$ cat src/sv/sitda_pkg.sv
// Package for the signed integer to decimal ASCII converter.
// Holds the shared item type, character constants and the back-end state type.
// No dependencies.
package sitda_pkg;

  localparam int unsigned ValueW = 32;
  localparam int unsigned CharW  = 8;
  localparam int unsigned MaxDigits = 10;
  localparam int unsigned DigitIdxW = $clog2(MaxDigits);
  localparam int unsigned QueueDepth = 2;
  localparam int unsigned QueuePtrW = $clog2(QueueDepth);

  // ASCII codes
  localparam logic [CharW-1:0] ChZero  = 8'h30;
  localparam logic [CharW-1:0] ChNine  = 8'h39;
  localparam logic [CharW-1:0] ChMinus = 8'h2D;

  // Reciprocal of ten: floor(x * Recip10 / 2^35) == x / 10 for every 32-bit x
  localparam logic [ValueW-1:0] Recip10 = 32'hCCCCCCCD;
  localparam int unsigned Recip10Shift = 35;

  // Classified item passed from front to back
  typedef struct packed {
    logic              neg;
    logic [ValueW-1:0] mag;
  } sitda_item_t;

  typedef enum logic [1:0] {
    ST_IDLE,
    ST_CONV,
    ST_SIGN,
    ST_DIGIT
  } sitda_state_t;

endpackage

$ cat src/sv/sitda_queue.sv
// Short queue between front and back so that each side stalls on its own.
// Depends on sitda_pkg.
module sitda_queue import sitda_pkg::*; (
  input  logic        clk,
  input  logic        rst,
  input  logic        wr_en,
  input  sitda_item_t wr_item,
  output logic        q_full,
  input  logic        rd_en,
  output sitda_item_t rd_item,
  output logic        q_empty
);

  sitda_item_t               store [QueueDepth];
  logic [QueuePtrW-1:0]      wr_ptr;
  logic [QueuePtrW-1:0]      rd_ptr;
  logic [QueuePtrW:0]        count;

  assign q_full  = (count == (QueuePtrW+1)'(QueueDepth));
  assign q_empty = (count == '0);
  assign rd_item = store[rd_ptr];

  // Pointers and fill count
  always_ff @(posedge clk) begin
    if (rst) begin
      wr_ptr <= '0;
      rd_ptr <= '0;
      count  <= '0;
    end else begin
      if (wr_en) begin
        wr_ptr <= wr_ptr + 1'b1;
      end
      if (rd_en) begin
        rd_ptr <= rd_ptr + 1'b1;
      end
      case ({wr_en, rd_en})
        2'b10:   count <= count + 1'b1;
        2'b01:   count <= count - 1'b1;
        default: count <= count;
      endcase
    end
  end

  always_ff @(posedge clk) begin
    if (wr_en) begin
      store[wr_ptr] <= wr_item;
    end
  end

endmodule

$ cat config.mk
export PLATFORM = sky130hd
export DESIGN_NAME = sitda_queue
export DESIGN_NICKNAME = d
export VERILOG_FILES = /design/src/sv/sitda_pkg.sv /design/src/sv/sitda_queue.sv
export SDC_FILE = /design/constraint.sdc
export NUM_CORES = 1
export LEC_CHECK = 0
export BUFFER_PORTS_ARGS = -buffer_cell sky130_fd_sc_hd__clkbuf_2
export CORE_MARGIN = 5
export CORE_UTILIZATION = 25
export CTS_CLUSTER_SIZE = 12
export DETAILED_ROUTE_END_ITERATION = 12
export SLEW_MARGIN = 10
export SYNTH_ARGS = -nofsm -noshare
export SYNTH_HDL_FRONTEND = slang
export SYNTH_SLANG_ARGS = --single-unit
$ cat constraint.sdc
create_clock -name clk -period 2.7 [get_ports clk]
set_clock_uncertainty 0.1 [all_clocks]
set_input_delay 0.135 -clock clk [delete_from_list [all_inputs] [get_ports clk]]
set_output_delay 0.135 -clock clk [all_outputs]
set_load 0.01 [all_outputs]
Word level (Yosys, flattened, before mapping)
Memories as Yosys holds them, arrays and structs flattened. A register that Yosys moved wholly into a read port is not among the register bits.
Cells that the tools add are included.
W data, S select, Z words.
{ "totals": {"reg_bits": 4, "mem_bits_rw": 66, "out_inout_bits": 35, "mem_count": 1} }
{ "op_classes": {"add_sub_neg": 4, "eq_ne": 3, "n_mux": 5, "n_reduce_logical": 2} }
{ "mem_list": {"columns": ["name", "words", "width", "read_ports", "rd_ports_with_merged_regs", "write_ports", "line_no", "rtl"], "rows": [
  ["store", 2, 33, 1, 1, 1, "sitda_queue.sv:14", "sitda_item_t store [QueueDepth];"]
]} }
{ "ops": {"columns": ["cell", "count"], "rows": [
  ["$eq A2 B2 Y1 const B", 2],
  ["$mux W1", 4],
  ["$pmux W2 S2", 1],
  ["$add A1 B1 Y1 const B", 2],
  ["$add A2 B1 Y2 const B", 1],
  ["$eq A2 B1 Y1 const B", 1],
  ["$logic_not A2 Y1", 1],
  ["$reduce_bool A2 Y1", 1],
  ["$sub A2 B1 Y2 const B", 1]
]} }

Depth between registers and ports, before layout
{ "logic_depth": {"depth_word": 3, "ltp_mapped": 5, "mapped_depth_nobuf": 5} }

Least setup slack after synthesis
Ideal clock, no wire load.
{ "synth_path": {"path_kind": "reg-to-reg", "start": "register wr_ptr", "end": "memory store[0][0] (netlist name) (enable)", "arrival_time_ns": 1.726, "t_required_ns": 2.176, "setup_slack_ns": 0.450, "path_stages_with_launch": 2, "n_path_buf": 0, "synth_period_minus_slack_ns": 2.250, "path_cell_list": "dfxtp_1 nor2_1"} }
{ "synth_lines": {"columns": ["item", "line_no", "rtl"], "rows": [
  ["start: declaration", "sitda_queue.sv:15", "logic [QueuePtrW-1:0] wr_ptr;"],
  ["start signal: assignment", "sitda_queue.sv:31", "wr_ptr <= wr_ptr + 1'b1;"],
  ["end: declaration", "sitda_queue.sv:14", null]
]} }
No word-level cell before the write port.

==> flow_metrics.env <==
export IMPL_drt_total_wl_um=4770
export IMPL_period_share=0.742
export IMPL_synth_compound_area_frac=0.00388
export IMPL_synthXorXnorAreaFrac=0.0136
export IMPL_drv_slew=0
export IMPL_critPathMaxStageDelay_ns=0.86
export IMPL_holdCritPathClass="in2reg"
export IMPL_hold_viol=0
export IMPL_ys_top_cells_by_area="edfxtp_1, mux2_2, dfxtp_1"
export IMPL_setup_slack_ns=0.696
export IMPL_die_y_um=112
export IMPL_syn_area_sq_um=2580
export IMPL_track_usage=0.0787
export IMPL_htree_levels=3
export IMPL_tightest_slew_ns=0.847
export IMPL_fin_crit_ns=2.00
export IMPL_ys_top_cells_by_count="edfxtp_1, mux2_2, nor2_1"
export IMPL_critPathTopFamily="flip-flops"
export IMPL_vias=1450
export IMPL_clkTransAtPathRegs_ns=0.08
export IMPL_synth_edf_count=66
export IMPL_dpl_worst_slack_ns=0.988
export IMPL_cts_max_path_buffers=2
export IMPL_clock_sinks=71
export IMPL_tns_ns=0
export IMPL_dr_first_iter_drc_count=29
export IMPL_grt_max_degree=34
export IMPL_rsz0062_at_grt="no"
export IMPL_drc=0
export IMPL_syn_nets=163
export IMPL_synthSimpleGateAreaFrac=0.0170
export IMPL_via_per_inst=3.81
export IMPL_cp_start_kind="flop"
export IMPL_cp_required_ns=2.47
export IMPL_ys_seq_area_frac=0.807
export IMPL_finalSetupViolCount=0
export IMPL_crit_slowest_cell="dfxtp_2"
export IMPL_synth_most_common_cell="edfxtp_1"
export IMPL_fp_coreArea_sq_um=10200
export IMPL_critPathMaxFanout=33
export IMPL_row_count=37
export IMPL_synth_cells=125
export IMPL_ant_nets=0
export IMPL_drv_cap=0
export IMPL_ys_ff_latch=71
export IMPL_arrival_ns=1.77
export IMPL_max_slew_margin=0.435
export IMPL_pin_count=72
export IMPL_cp_depth=2
export IMPL_synth_cell_types=14
export IMPL_path_class="reg2out"
export IMPL_synthFlopType="edfxtp_1"
export IMPL_yosys_warnings=0
export IMPL_synth_area_mux_share=0.144
export IMPL_syn_area_per_cell_sq_um=20.6
export IMPL_p_leak_nw=1.38
export IMPL_cts_buffers=9
export IMPL_synth_adder_area_share=0.00485
export IMPL_gp_congestion=0.658
export IMPL_insertion_delay_ns=0.34
export IMPL_async_flop_share=0
export IMPL_grt_pass1_vias=1452
export IMPL_critical_path_cell_chain="mux2_2 > clkbuf_2"
export IMPL_die_area_sq_um=12400
export IMPL_peakVddDrop_mv=0.228
export IMPL_area_growth_pct=41.9
export IMPL_grt_overflow=0
export IMPL_routedWlPerCell_um=12.5
export IMPL_dr_pass1_iters=3
export IMPL_nets=278
export IMPL_start_util=0.253
export IMPL_portBuffers=71
export IMPL_r2r_worst_path_cells=1
export IMPL_root_buffer="clkbuf_8"
export IMPL_die_w_um=112
export IMPL_path_buf_inv=1
export IMPL_synth_top_family_by_area="multiplexers"
export IMPL_n_antenna_cell=0
export IMPL_antenna_found_initial=0
export IMPL_hold_depth=2
export IMPL_drive_above_1_share=0.510
export IMPL_grt_pass1_wl_um=7320
export IMPL_status="completed"
export IMPL_fmax_ghz=0.499
export IMPL_post_cts_repair_setup_buffers=0
export IMPL_yosysTopAreaCellShare=0.769
export IMPL_endpoint_kind="primary output"
export IMPL_cts_tree="done"
export IMPL_powerDensity_nw_per_um2=667
export IMPL_yosysTopAreaCell="edfxtp_1"
logic make-up (layout without fill, tap and decap cells):
family,after synthesis,in the layout
buffers and inverters,5,125
muxes,33,33
DFF,71,71
AOI/OAI and AO/OA,2,2
xor gates and xnor gates,4,4
and+or+nand+nor,9,9
adders and majority gates,1,1
report_power, final:
| part | switching (mW) | internal, mW | leakage, nW |
|---|---|---|---|
| logic | 0.129 | 0.159 | 0.622 |
| registers | 0.0367 | 1.28 | 0.661 |
| clock network | 0.408 | 0.428 | 0.0956 |
| total | 0.574 | 1.87 | 1.38 |
stage by stage:
step                       util  instances  area, sq um  hold slack, ns  total power, mW
after floorplan               -        125         2580           0.104             1.48
after global placement    0.305        329         3100           0.226             1.59
after detailed placement  0.305        329         3100           0.228             1.60
after CTS                 0.359        381         3660           0.392             2.49
after global routing      0.359        381         3660           0.399             2.57
final                     0.359        381         3660           0.415             2.44
path summary, 6_finish.rpt:
kind         slack, ns                   from                     end
max               0.70                   flop             rd_item[20]
min reg2reg       0.42  count[1]$_SDFFE_PP0P_   count[1]$_SDFFE_PP0P_
min               0.42             wr_item[2]   store[0][2]$_DFFE_PP_
max reg2reg       1.08    wr_ptr$_SDFFE_PP0P_  store[1][18]$_DFFE_PP_
layout make-up:
cell class              count  area (sq um)
flip-flops and latches     71          2080
fillers                   986          6530
clock buffers               9           124
clock inverters             7          72.6
repair buffers            108           723
well taps                 136           170
inverters                   1          3.75
multi-input cells          49           482
routing by layer:
| layer | vias to the layer above | wire length, um | global-route usage |
|---|---|---|---|
| met3 | 8 | 403 | 0.0467 |
| li1 | 707 | - | - |
| met4 | 0 | 83 | 0.0341 |
| met5 | - | 0 | 0 |
| met1 | 683 | 2050 | 0.0882 |
| met2 | 52 | 2240 | 0.121 |
cells in the final DEF (no fill, tap or decap):
cell           instances
a21oi_1                1
and2_2                 1
and2b_2                1
buf_4                  1
bufinv_16              1
clkbuf_2              71
clkbuf_8               9
clkinv_2               2
clkinv_4               1
clkinvlp_4             2
dfxtp_1                4
dfxtp_2                1
dlygate4sd3_1         36
edfxtp_1              66
ha_1                   1
inv_1                  1
inv_6                  1
mux2_2                33
nor2_1                 5
nor2_4                 1
o21ai_0                1
or3_1                  1
xnor2_1                3
xor2_1                 1
repair_timing:
item / 4_1_cts / 5_1_grt
hold buffers: 36 / 0
hold endpoints to repair: 71 / 0
resized for setup: 0 / 0
sequential cells by signal, indices dropped and copies added, names as in the netlist, named ones only:
register  cells
store        66
rd_ptr        1
wr_ptr        1
count         2
No activity file was read; power rests on OpenSTA's default activity.
