===== config.mk =====
export PLATFORM = sky130hd
export DESIGN_NAME = sitda_front
export DESIGN_NICKNAME = d
export VERILOG_FILES = /design/src/sv/sitda_pkg.sv /design/src/sv/sitda_front.sv
export SDC_FILE = /design/constraint.sdc
export NUM_CORES = 1
export LEC_CHECK = 0
export BUFFER_PORTS_ARGS = -buffer_cell sky130_fd_sc_hd__clkbuf_2
export CAP_MARGIN = 20
export CORE_UTILIZATION = 52
export CTS_CLUSTER_SIZE = 30
export DETAILED_ROUTE_END_ITERATION = 6
export PLACE_DENSITY = 0.93
export SLEW_MARGIN = 30
export SYNTH_ARGS = -nofsm -noshare
export SYNTH_HDL_FRONTEND = slang
export SYNTH_SLANG_ARGS = --single-unit

===== constraint.sdc =====
create_clock -name clk -period 6 [get_ports clk]
set_input_delay 0.6 -clock clk [delete_from_list [all_inputs] [get_ports clk]]
set_output_delay 0.6 -clock clk [all_outputs]
set_load 0.005 [all_outputs]

===== src/sv/sitda_pkg.sv =====
// Package for the signed integer to decimal ASCII converter.
// Holds the shared item type, character constants and the back-end state type.
// No dependencies.
package sitda_pkg;

  localparam int unsigned ValueW = 32;
  localparam int unsigned CharW  = 8;
  localparam int unsigned MaxDigits = 10;
  localparam int unsigned DigitIdxW = $clog2(MaxDigits);
  localparam int unsigned QueueDepth = 2;
  localparam int unsigned QueuePtrW = $clog2(QueueDepth);

  // ASCII codes
  localparam logic [CharW-1:0] ChZero  = 8'h30;
  localparam logic [CharW-1:0] ChNine  = 8'h39;
  localparam logic [CharW-1:0] ChMinus = 8'h2D;

  // Reciprocal of ten: floor(x * Recip10 / 2^35) == x / 10 for every 32-bit x
  localparam logic [ValueW-1:0] Recip10 = 32'hCCCCCCCD;
  localparam int unsigned Recip10Shift = 35;

  // Classified item passed from front to back
  typedef struct packed {
    logic              neg;
    logic [ValueW-1:0] mag;
  } sitda_item_t;

  typedef enum logic [1:0] {
    ST_IDLE,
    ST_CONV,
    ST_SIGN,
    ST_DIGIT
  } sitda_state_t;

endpackage


===== src/sv/sitda_front.sv =====
// Front end: accepts input transactions and splits them into sign and magnitude.
// Depends on sitda_pkg.
module sitda_front import sitda_pkg::*; (
  input  logic              clk,
  input  logic              rst,
  input  logic              push,
  output logic              full,
  input  logic [ValueW-1:0] value,
  output logic              item_valid,
  output sitda_item_t       item,
  input  logic              item_take
);

  logic        valid;
  sitda_item_t held;

  // Stage is free when empty or when its item moves on this cycle
  assign full       = valid && !item_take;
  assign item_valid = valid;
  assign item       = held;

  always_ff @(posedge clk) begin
    if (rst) begin
      valid <= 1'b0;
    end else if (push && !full) begin
      valid <= 1'b1;
    end else if (item_take) begin
      valid <= 1'b0;
    end
  end

  // Magnitude taken as unsigned, so the most negative value comes out right
  always_ff @(posedge clk) begin
    if (push && !full) begin
      held.neg <= value[ValueW-1];
      held.mag <= value[ValueW-1] ? (~value + 32'd1) : value;
    end
  end

endmodule


# ---- Word level (Yosys, flattened, before mapping)
# Index checks and enable logic that the tools add are counted.
dict set report word_totals {
  reg_bits 34
  elab_cells 14
  out_inout_bits 35
  input_bits 36
}
dict set report classes {
  muxes 3
  addsub 1
  bitwise 1
  n_reduce_logical 5
}
# op n
set ops {}
lappend ops {{adder 32 x 1 -> 32 bit, second input constant} 1}
lappend ops {{inverter 32 bit} 1}
lappend ops {{two-way mux 31 bit} 1}
lappend ops {{logical AND 1 bit} 2}
lappend ops {{zero test 1 bit} 2}
lappend ops {{two-way mux 1 bit} 2}
lappend ops {{nonzero test 2 bit} 1}

# ---- Depth between registers and ports, before layout
# Gate-level depths: netlist of run 1.
dict set report logic_depth {
  ltp_word 5
  depth_mapped 6
  mapped_depth_nobuf 6
}

# ---- Least setup slack after synthesis of run 1
# Ideal clock, no wire load.
dict set report synth_path {
  path_kind {input to register}
  startpoint {input item_take}
  endpoint {register held (netlist bit item[0]) (enable)}
  stages 2
  path_slack_ns 3.408
  n_path_buf 0
  arrival_ns 2.165
  setup_time_ns 0.427
  t_required_ns 5.573
  cell_sequence {nor2b_1 nor2b_1}
}
dict set report synth_between {
  elab_chain_cells 4
}
# item line_no
set synth_rtl {}
lappend synth_rtl {{from (decl)} sitda_front.sv:11} ;# input logic item_take
lappend synth_rtl {{zero test 1 bit} sitda_front.sv:18} ;# assign full = valid && !item_take;
lappend synth_rtl {{logical AND 1 bit} sitda_front.sv:18}
lappend synth_rtl {{zero test 1 bit} sitda_front.sv:34} ;# if (push && !full) begin
lappend synth_rtl {{logical AND 1 bit} sitda_front.sv:34}
lappend synth_rtl {{to (decl)} sitda_front.sv:15} ;# sitda_item_t held;
# Every way passes these cells.
# A chain may end at the register's enable or synchronous reset.

# ---- Worst setup path in the final report of run 1
dict set report layout_path {
  startpoint {input value[5]}
  endpoint {register held (netlist bit item[23]), data pin}
}
dict set report layout_between {
  elab_chain_cells 3
}
# item line_no
set layout_rtl {}
lappend layout_rtl {{from (decl)} sitda_front.sv:8} ;# input logic [ValueW-1:0] value,
lappend layout_rtl {{inverter 32 bit} sitda_front.sv:36} ;# held.mag <= value[ValueW-1] ? (~value + 32'd1) : value;
lappend layout_rtl {{adder 32 x 1 -> 32 bit} sitda_front.sv:36}
lappend layout_rtl {{two-way mux 31 bit} sitda_front.sv:36}
# Every way passes these cells.

==> flow_summary.rst, run 1 <==
.. list-table::
   :header-rows: 1

   * - Metric
     - Value
   * - Result of the run
     - complete, no violations
   * - Maximum number of pins on one net before global-route repair
     - 34
   * - Vias per std cell
     - 5.37
   * - Fill cell count
     - 261
   * - Clock insertion delay at the later pin of the skew report
     - approximately 0.34 ns
   * - Area growth from synthesis to layout
     - 24.4%
   * - Cell type group with the largest total delay on the critical path
     - simple AND/OR/NAND/NOR gates
   * - Leak Pwr
     - 0.881 nW
   * - Synth top cells by count
     - edfxtp_1, xnor2_1, nand2_1
   * - DRT Wirelength
     - 3770 µm
   * - Most common cell on crit path
     - or4_4
   * - Final layout net count
     - 260
   * - Proportion of netlist area held by the largest area contributor
     - around 55%
   * - Power density over the cells
     - 217 nW/µm²
   * - Detail-routed net length per standard cell
     - 14.1 µm
   * - Top-count cell post-synth
     - edfxtp_1
   * - Distinct cell type count of the synthesized netlist
     - 32
   * - Initial antenna violation count
     - 0
   * - Register cell area after layout
     - 1010 µm²
   * - Overall overflow remaining after global route
     - 0
   * - Clock sink count
     - 34
   * - Maximum root-to-sink buffer count
     - 2
   * - Drt pass-1 iters
     - 4
   * - Portion of the post-synthesis area used by sequential elements
     - 55.7%
   * - Number of standard-cell rows in the floorplan
     - 21
   * - Antenna violation net count after detailed routing
     - 0
   * - Fmax
     - between 0.4 and 0.5 GHz
   * - TritonCTS clock tree
     - yes
   * - Number of buffers added on ports
     - 70
   * - Warnings, synthesis
     - 0
   * - Setup Crit Path Kind
     - in2reg
   * - Register-to-register setup slack
     - between 4 and 5 ns
   * - Setup repair after global routing missed its margin
     - false
   * - Setup repair bufs after CTS
     - 0
   * - Largest vdd supply drop
     - 113 µV
   * - Vertical extent of the die
     - 61.1 µm
   * - Proportion of register bits with asynchronous set or reset after synthesis
     - 0%
   * - Standard cell core area
     - 3340 µm²
   * - Worst-case setup margin in the final layout
     - 3.81 ns
   * - Total standard cell area after synthesis
     - 1810 µm²
   * - Number of buffers created by CTS
     - 5
   * - Largest cells by area after synthesis
     - edfxtp_1, xnor2_1, o31ai_1
   * - Count of unresolved DRC violations after routing
     - 0
   * - Post-synthesis area per instance
     - 12.3 µm²
   * - Share of cells above drive strength 1
     - 38.7%
   * - Crit path buffers/inverters
     - 1
   * - Top FF cell, synth
     - edfxtp_1
   * - Pre-CTS WS
     - between 3 and 4 ns
   * - Minimum hold slack
     - approximately 0.4 ns
   * - Number of buffers inserted for hold repair after clock tree synthesis
     - 0
   * - Via count of the first global-routing pass
     - 1372
   * - Initial Utilization
     - between 50% and 60%
   * - Post-cts gate resize count
     - 0
   * - Type of the most critical hold path
     - in2reg
   * - Worst setup skew after layout
     - 0.00989 ns
   * - Number of cells produced by synthesis
     - between 100 and 150
   * - Total instance count after detailed placement
     - between 200 and 300
   * - Cell type of the slowest stage on the worst timing path
     - or4_4
   * - Die ar.
     - between 3000 and 4000 µm²
   * - Clock input transition at the sequential cells of the worst setup and hold paths
     - about 0.10 ns
   * - Worst EP arrival
     - 2.27 ns
   * - Element type at the critical path end
     - flip-flop
   * - Number of primary I/O pins
     - 71
   * - Antenna diodes
     - 0
   * - DR iter-0 viols
     - between 50 and 60
   * - First-pass GRT wire length
     - 5860 µm
   * - Final Slew Violations
     - 0
   * - Sum of negative setup slack
     - 0 ns
   * - Post-synth net total
     - 186
   * - Final RePlAce weighted congestion
     - 0.908
   * - H-tree lvl count
     - 2
   * - Cell at the root of the clock tree
     - clkbuf_4
   * - Number of flops mapped to enable cells by yosys
     - 33
   * - Max stage delay on crit path
     - 0.62 ns
   * - Fraction of the core area covered by cells at the end of the flow
     - 67.6%
   * - Chip Width
     - just over 60 µm
   * - Via count of the routed design
     - approximately 1400
   * - CP Launch Type
     - primary input
   * - Share of the clock period used by the worst path after layout
     - between 30% and 40%
   * - Number of max-capacitance violations reported
     - 0
   * - Relative slew margins
     - 50.7%
   * - Number of setup violations in the final report
     - 0
   * - Critical-path cell list
     - clkbuf_2 > or4_4 > or4_4 > o31ai_1 > xnor2_1
   * - Top cell type by total area after synthesis
     - edfxtp_1
   * - Clock period minus worst slack
     - 2.19 ns
   * - Required time of the critical path
     - 6.08 ns
   * - Seq cells post-synth
     - 34
   * - Post-Layout Cell Count
     - 268
   * - DP Wirelength
     - around 2900 µm
   * - Crit-path max FO
     - 9
   * - Tot GR Track Use
     - between 20% and 30%
   * - Final Hold Vio Count
     - 0
   * - Worst Tran Pin Value
     - 0.733 ns
   * - Area of combinational cells with multiple inputs
     - approximately 770 µm²
## state kept, by name, indices dropped and copies added (netlist names)
register / cells
item: 33
item_valid: 1
## cell type report
type                    instances  area share (%)
clock buffers                   5            1.66
clock inverters                 2           0.443
inverters                       3           0.499
multi-input cells             107            34.2
flip-flops and latches         34            44.8
well taps                      46            2.55
repair buffers                 71            15.9
## power breakdown
part / switching (mW) / internal (mW) / leakage [nW] / total (mW)
combinational: 0.0461 / 0.0397 / 0.522 / 0.0859
clock: 0.0723 / 0.0420 / 0.0308 / 0.114
sequential: 0.00477 / 0.285 / 0.328 / 0.289
## cell families (layout without fill, tap and decap cells)
logic type	Yosys count	count (layout)	synth area share, %
buf+inv	7	81	1.86
fa+ha+maj	2	2	1.38
flops	34	34	55.7
simple gates	50	50	15.8
xor+xnor	29	29	14.0
compound gates	26	26	11.2
## metal layers
| layer | up-vias | global-route usage, % | part of all wire, % | wire length [µm] |
|---|---|---|---|---|
| met5 | - | 0 | 0 | 0 |
| met4 | 0 | 12.3 | 2.5 | 94 |
| met3 | 11 | 6.51 | 5.0 | 190 |
| met2 | 50 | 34.5 | 50 | 1880 |
| met1 | 660 | 27.8 | 42 | 1600 |
| li1 | 718 | - | - | - |
## final timing paths
path | cells past startpoint | start | endpoint
max reg2reg | 3 | item_valid$_SDFFE_PP0P_ | item[14]$_DFFE_PP_
max | 5 | value[5] | item[23]$_DFFE_PP_
min reg2reg | 3 | item_valid$_SDFFE_PP0P_ | item_valid$_SDFFE_PP0P_
min | 2 | rst | item_valid$_SDFFE_PP0P_
## layout by cell type, fill, tap and decap left out, types with 6 or more instances in the layout
cell / count
clkbuf_2: 70
edfxtp_1: 33
nand2_1: 9
nor2_1: 7
nor3_1: 6
nor4_1: 7
o21ai_0: 8
o31ai_1: 6
xnor2_1: 24
## through the flow
step / total power, mW / cell area (µm²)
5_1_grt: 0.513 / 2260
6_report: 0.490 / 2260
2_1_floorplan: 0.335 / 1810
3_5_place_dp: 0.381 / 2210
4_1_cts: 0.493 / 2260
3_3_place_gp: 0.378 / 2210
Note: power is estimated with default switching activity, not from simulation.
==> run 2: changes to the inputs <==
- CORE_UTILIZATION: 52 -> 44
- PLACE_DENSITY: 0.93 -> 0.84
- clock period: 6 -> 1.75 ns (I/O delays scaled with it)
==> run 2 against run 1 <==
The run now ends with negative setup slack left. Clock skew fell by 0.0043 ns. Critical path depth is 2 higher. Non-clock buffer count up 34. Via count increased by 22%. Sequential share of layout area shrank 7.0 points. Final area rose by 18%. Combinational power rose to 4.5 times the previous value. Hold slack lost 0.37 ns. Highest routed layer unchanged.
==> flow_summary.rst, run 2 (synthesized netlist as in run 1, its figures left out) <==
.. list-table::
   :header-rows: 1

   * - Metric
     - Value
   * - Antenna diodes
     - 0 (unchanged)
   * - Result of the run
     - finished, violations left
   * - Number of buffers added on ports
     - 70 (unchanged)
   * - Clock insertion delay at the later pin of the skew report
     - 0.29 ns (-0.05 ns)
   * - Switching part of the total power
     - 25.6% (+0.44 points)
   * - Power density over the cells
     - 745 nW/µm² (+240%)
   * - Initial Utilization
     - 47.8% (-6.6 points)
   * - H-tree lvl count
     - 2 (unchanged)
   * - Type of the most critical hold path
     - in2reg
   * - Die ar.
     - 4380 µm² (+18%)
   * - Worst-case setup margin in the final layout
     - -0.00766 ns (-3.82 ns)
   * - Final RePlAce weighted congestion
     - 0.835 (-8.0%)
   * - Failing checks
     - negative setup slack
   * - Register cell area after layout
     - 1010 µm² (unchanged)
   * - Antenna violation net count after detailed routing
     - 0 (unchanged)
   * - Maximum root-to-sink buffer count
     - 2 (unchanged)
   * - Post-placement cell area
     - 2530 µm² (+14%)
   * - Design Area, Final
     - 2670 µm² (+18%)
   * - Final Hold Vio Count
     - 0 (unchanged)
   * - Fraction of the core area covered by cells at the end of the flow
     - 70.4% (+2.7 points)
   * - Setup repair bufs after CTS
     - 0 (unchanged)
   * - Detail-routed net length per standard cell
     - 17.6 µm (+25%)
   * - Critical-path cell list
     - clkbuf_2 > inv_1 > ha_1 > or4b_2 > nor3_4 > a31oi_1 > xor2_1
   * - Clock sink count
     - 34 (unchanged)
   * - M1 GR Usage
     - 29.7% (+1.9 points)
   * - Standard cell core area
     - 3800 µm² (+14%)
   * - Initial antenna violation count
     - 0 (unchanged)
   * - Final layout net count
     - 295 (+13%)
   * - Total net switching power
     - 510 µW (+310%)
   * - Sequential group share of total power
     - 50.0% (-9.1 points)
   * - Max stage delay on crit path
     - 0.69 ns (+0.07 ns)
   * - Chip Width
     - 66.2 µm (+8.4%)
   * - Largest vdd supply drop
     - 410 µV (+260%)
   * - Flip-flop count of the largest register, all copies and words added
     - 33 (unchanged)
   * - Commonest non-fill, non-tap cells in the layout
     - clkbuf_2, buf_4, edfxtp_1
   * - TritonCTS clock tree
     - yes
   * - Setup repair after global routing missed its margin
     - true
   * - Crit path buffers/inverters
     - 2 (+1)
   * - Final Slew Violations
     - 0 (unchanged)
   * - Number of standard-cell rows in the floorplan
     - 22 (+4.8%)
   * - Sum of negative setup slack
     - -0.00766 ns (-0.00766 ns)
   * - Most used routing layer
     - met2
   * - Fmax
     - 0.569 GHz
   * - Clock input transition at the sequential cells of the worst setup and hold paths
     - 0.07 ns (-0.03 ns)
   * - Number of setup violations in the final report
     - 1 (+1)
   * - Worst Tran Pin Value
     - 0.432 ns (-0.301 ns)
   * - Global Route met3 Usage
     - 5.86% (-0.65 points)
   * - Relative slew margins
     - 71.0% (+20 points)
   * - Drt pass-1 iters
     - 4 (unchanged)
   * - Count of unresolved DRC violations after routing
     - 0 (unchanged)
   * - Number of max-capacitance violations reported
     - 0 (unchanged)
   * - Leak Pwr
     - 1.11 nW (+26%)
   * - Required time of the critical path
     - 1.78 ns (-4.30 ns)
   * - Cell type group with the largest total delay on the critical path
     - simple AND/OR/NAND/NOR gates
   * - DP Wirelength
     - 3540 µm (+21%)
   * - Leading cell type in the layout, fill and taps excluded
     - clkbuf_2
   * - Worst setup skew after layout
     - 0.00561 ns (-0.00429 ns)
   * - DR iter-0 viols
     - 186 (+230%)
   * - Number of buffers created by CTS
     - 5 (unchanged)
   * - DRT Wirelength
     - 5370 µm (+43%)
   * - Setup Crit Path Kind
     - in2reg
   * - Cell type of the slowest stage on the worst timing path
     - or4b_2
   * - Element type at the critical path end
     - flip-flop
   * - Number of primary I/O pins
     - 71 (unchanged)
   * - Via count of the first global-routing pass
     - 1611 (+17%)
   * - Clock power share
     - 30.8% (+7.4 points)
   * - First-pass GRT wire length
     - 7620 µm (+30%)
   * - Via count of the routed design
     - 1760 (+22%)
   * - Tot GR Track Use
     - 24.0% (+1.8 points)
   * - Share of cells above drive strength 1
     - 50.8% (+12 points)
   * - CP Launch Type
     - primary input
   * - Cell at the root of the clock tree
     - clkbuf_8
   * - Vias per std cell
     - 5.75 (+7.1%)
   * - Vertical extent of the die
     - 66.2 µm (+8.4%)
   * - Fraction of power consumed by combinational cells
     - 19.2% (+1.7 points)
   * - Int Pwr
     - 1.48 mW (+300%)
   * - GR met2 Demand/Resource
     - 38.6% (+4.2 points)
   * - Share of the clock period used by the worst path after layout
     - 100%
   * - Area growth from synthesis to layout
     - 47.3%
   * - Area of combinational cells with multiple inputs
     - 863 µm² (+12%)
   * - Number of buffers inserted for hold repair after clock tree synthesis
     - 0 (unchanged)
   * - Maximum number of pins on one net before global-route repair
     - 34 (unchanged)
   * - Clock period minus worst slack
     - between 1.5 and 2 ns
   * - Fill cell count
     - 256 (-1.9%)
   * - Worst EP arrival
     - 1.79 ns (-0.48 ns)
   * - Crit-path max FO
     - 3 (-6)
   * - Overall overflow remaining after global route
     - 0 (unchanged)
==> run 2: changes by cell type in the layout (fill, tap and decap cells not counted), sizes merged <==
cell      previous run  this run
buf                  1        36
clkinv               2         1
clkinvlp             0         1
or4                  4         5
==> run 2: cell type report <==
cell class	instances	area share, %
Sequential cell	34	37.8
Multi-Input combinational cell	108	32.3
Timing Repair Buffer	105	23.6
Clock buffer	6	3.09
Tap cell	48	2.25
Clock inverter	2	0.468
Inverter	3	0.421
==> run 2: power by group through the flow <==
| stage | Combinational (mW) | Sequential (mW) | Clock, mW |
|---|---|---|---|
| after global routing | 0.414 | 0.999 | 0.653 |
| after floorplan | 0.135 | 1.02 | 0 |
| after global placement | 0.349 | 1.01 | 0 |
| after detailed placement | 0.362 | 1.01 | 0 |
| after CTS | 0.368 | 0.996 | 0.612 |
| final | 0.383 | 0.995 | 0.612 |
==> run 2: what timing repair did <==
item	4_1_cts	5_1_grt
cloned	1	0
pin swaps	1	1
gates resized for setup	2	4
endpoints found under the setup margin	3	8
==> run 2: worst register-to-register path, cell delays in order, from the launching register on <==
cell,delay [ns]
dfxtp_1,0.31
nor2b_1,0.17
nor2b_4,0.14
buf_12,0.22
==> run 2: metal layers <==
layer	vias up	part of all wire (%)	wire (µm)
met4	0	4.4	238
met5	-	0	0
met1	806	38	2050
met2	127	49	2620
li1	795	-	-
met3	32	8.7	467
==> run 2: path summary, 6_finish.rpt <==
kind / slack (ns) / cells after the start / end / from
hold reg to reg: 0.65 / 3 / item_valid$_SDFFE_PP0P_ / item_valid$_SDFFE_PP0P_
setup reg to reg: 0.62 / 3 / item[3]$_DFFE_PP_ / item_valid$_SDFFE_PP0P_
hold / removal: 0.03 / 2 / item_valid$_SDFFE_PP0P_ / rst
setup / recovery: -0.008 / 7 / item[22]$_DFFE_PP_ / value[1]
==> run 2: per-stage QoR <==
step	setup slack (ns)	hold slack, ns	cells	power [mW]
6_report	-0.00766	0.0347	306	1.99
5_1_grt	-0.0311	0.0399	306	2.06
4_1_cts	-0.00819	0.0339	306	1.98
3_5_place_dp	-0.361	0.339	297	1.37
3_3_place_gp	-0.292	0.339	297	1.36
2_1_floorplan	-0.191	0.247	148	1.15
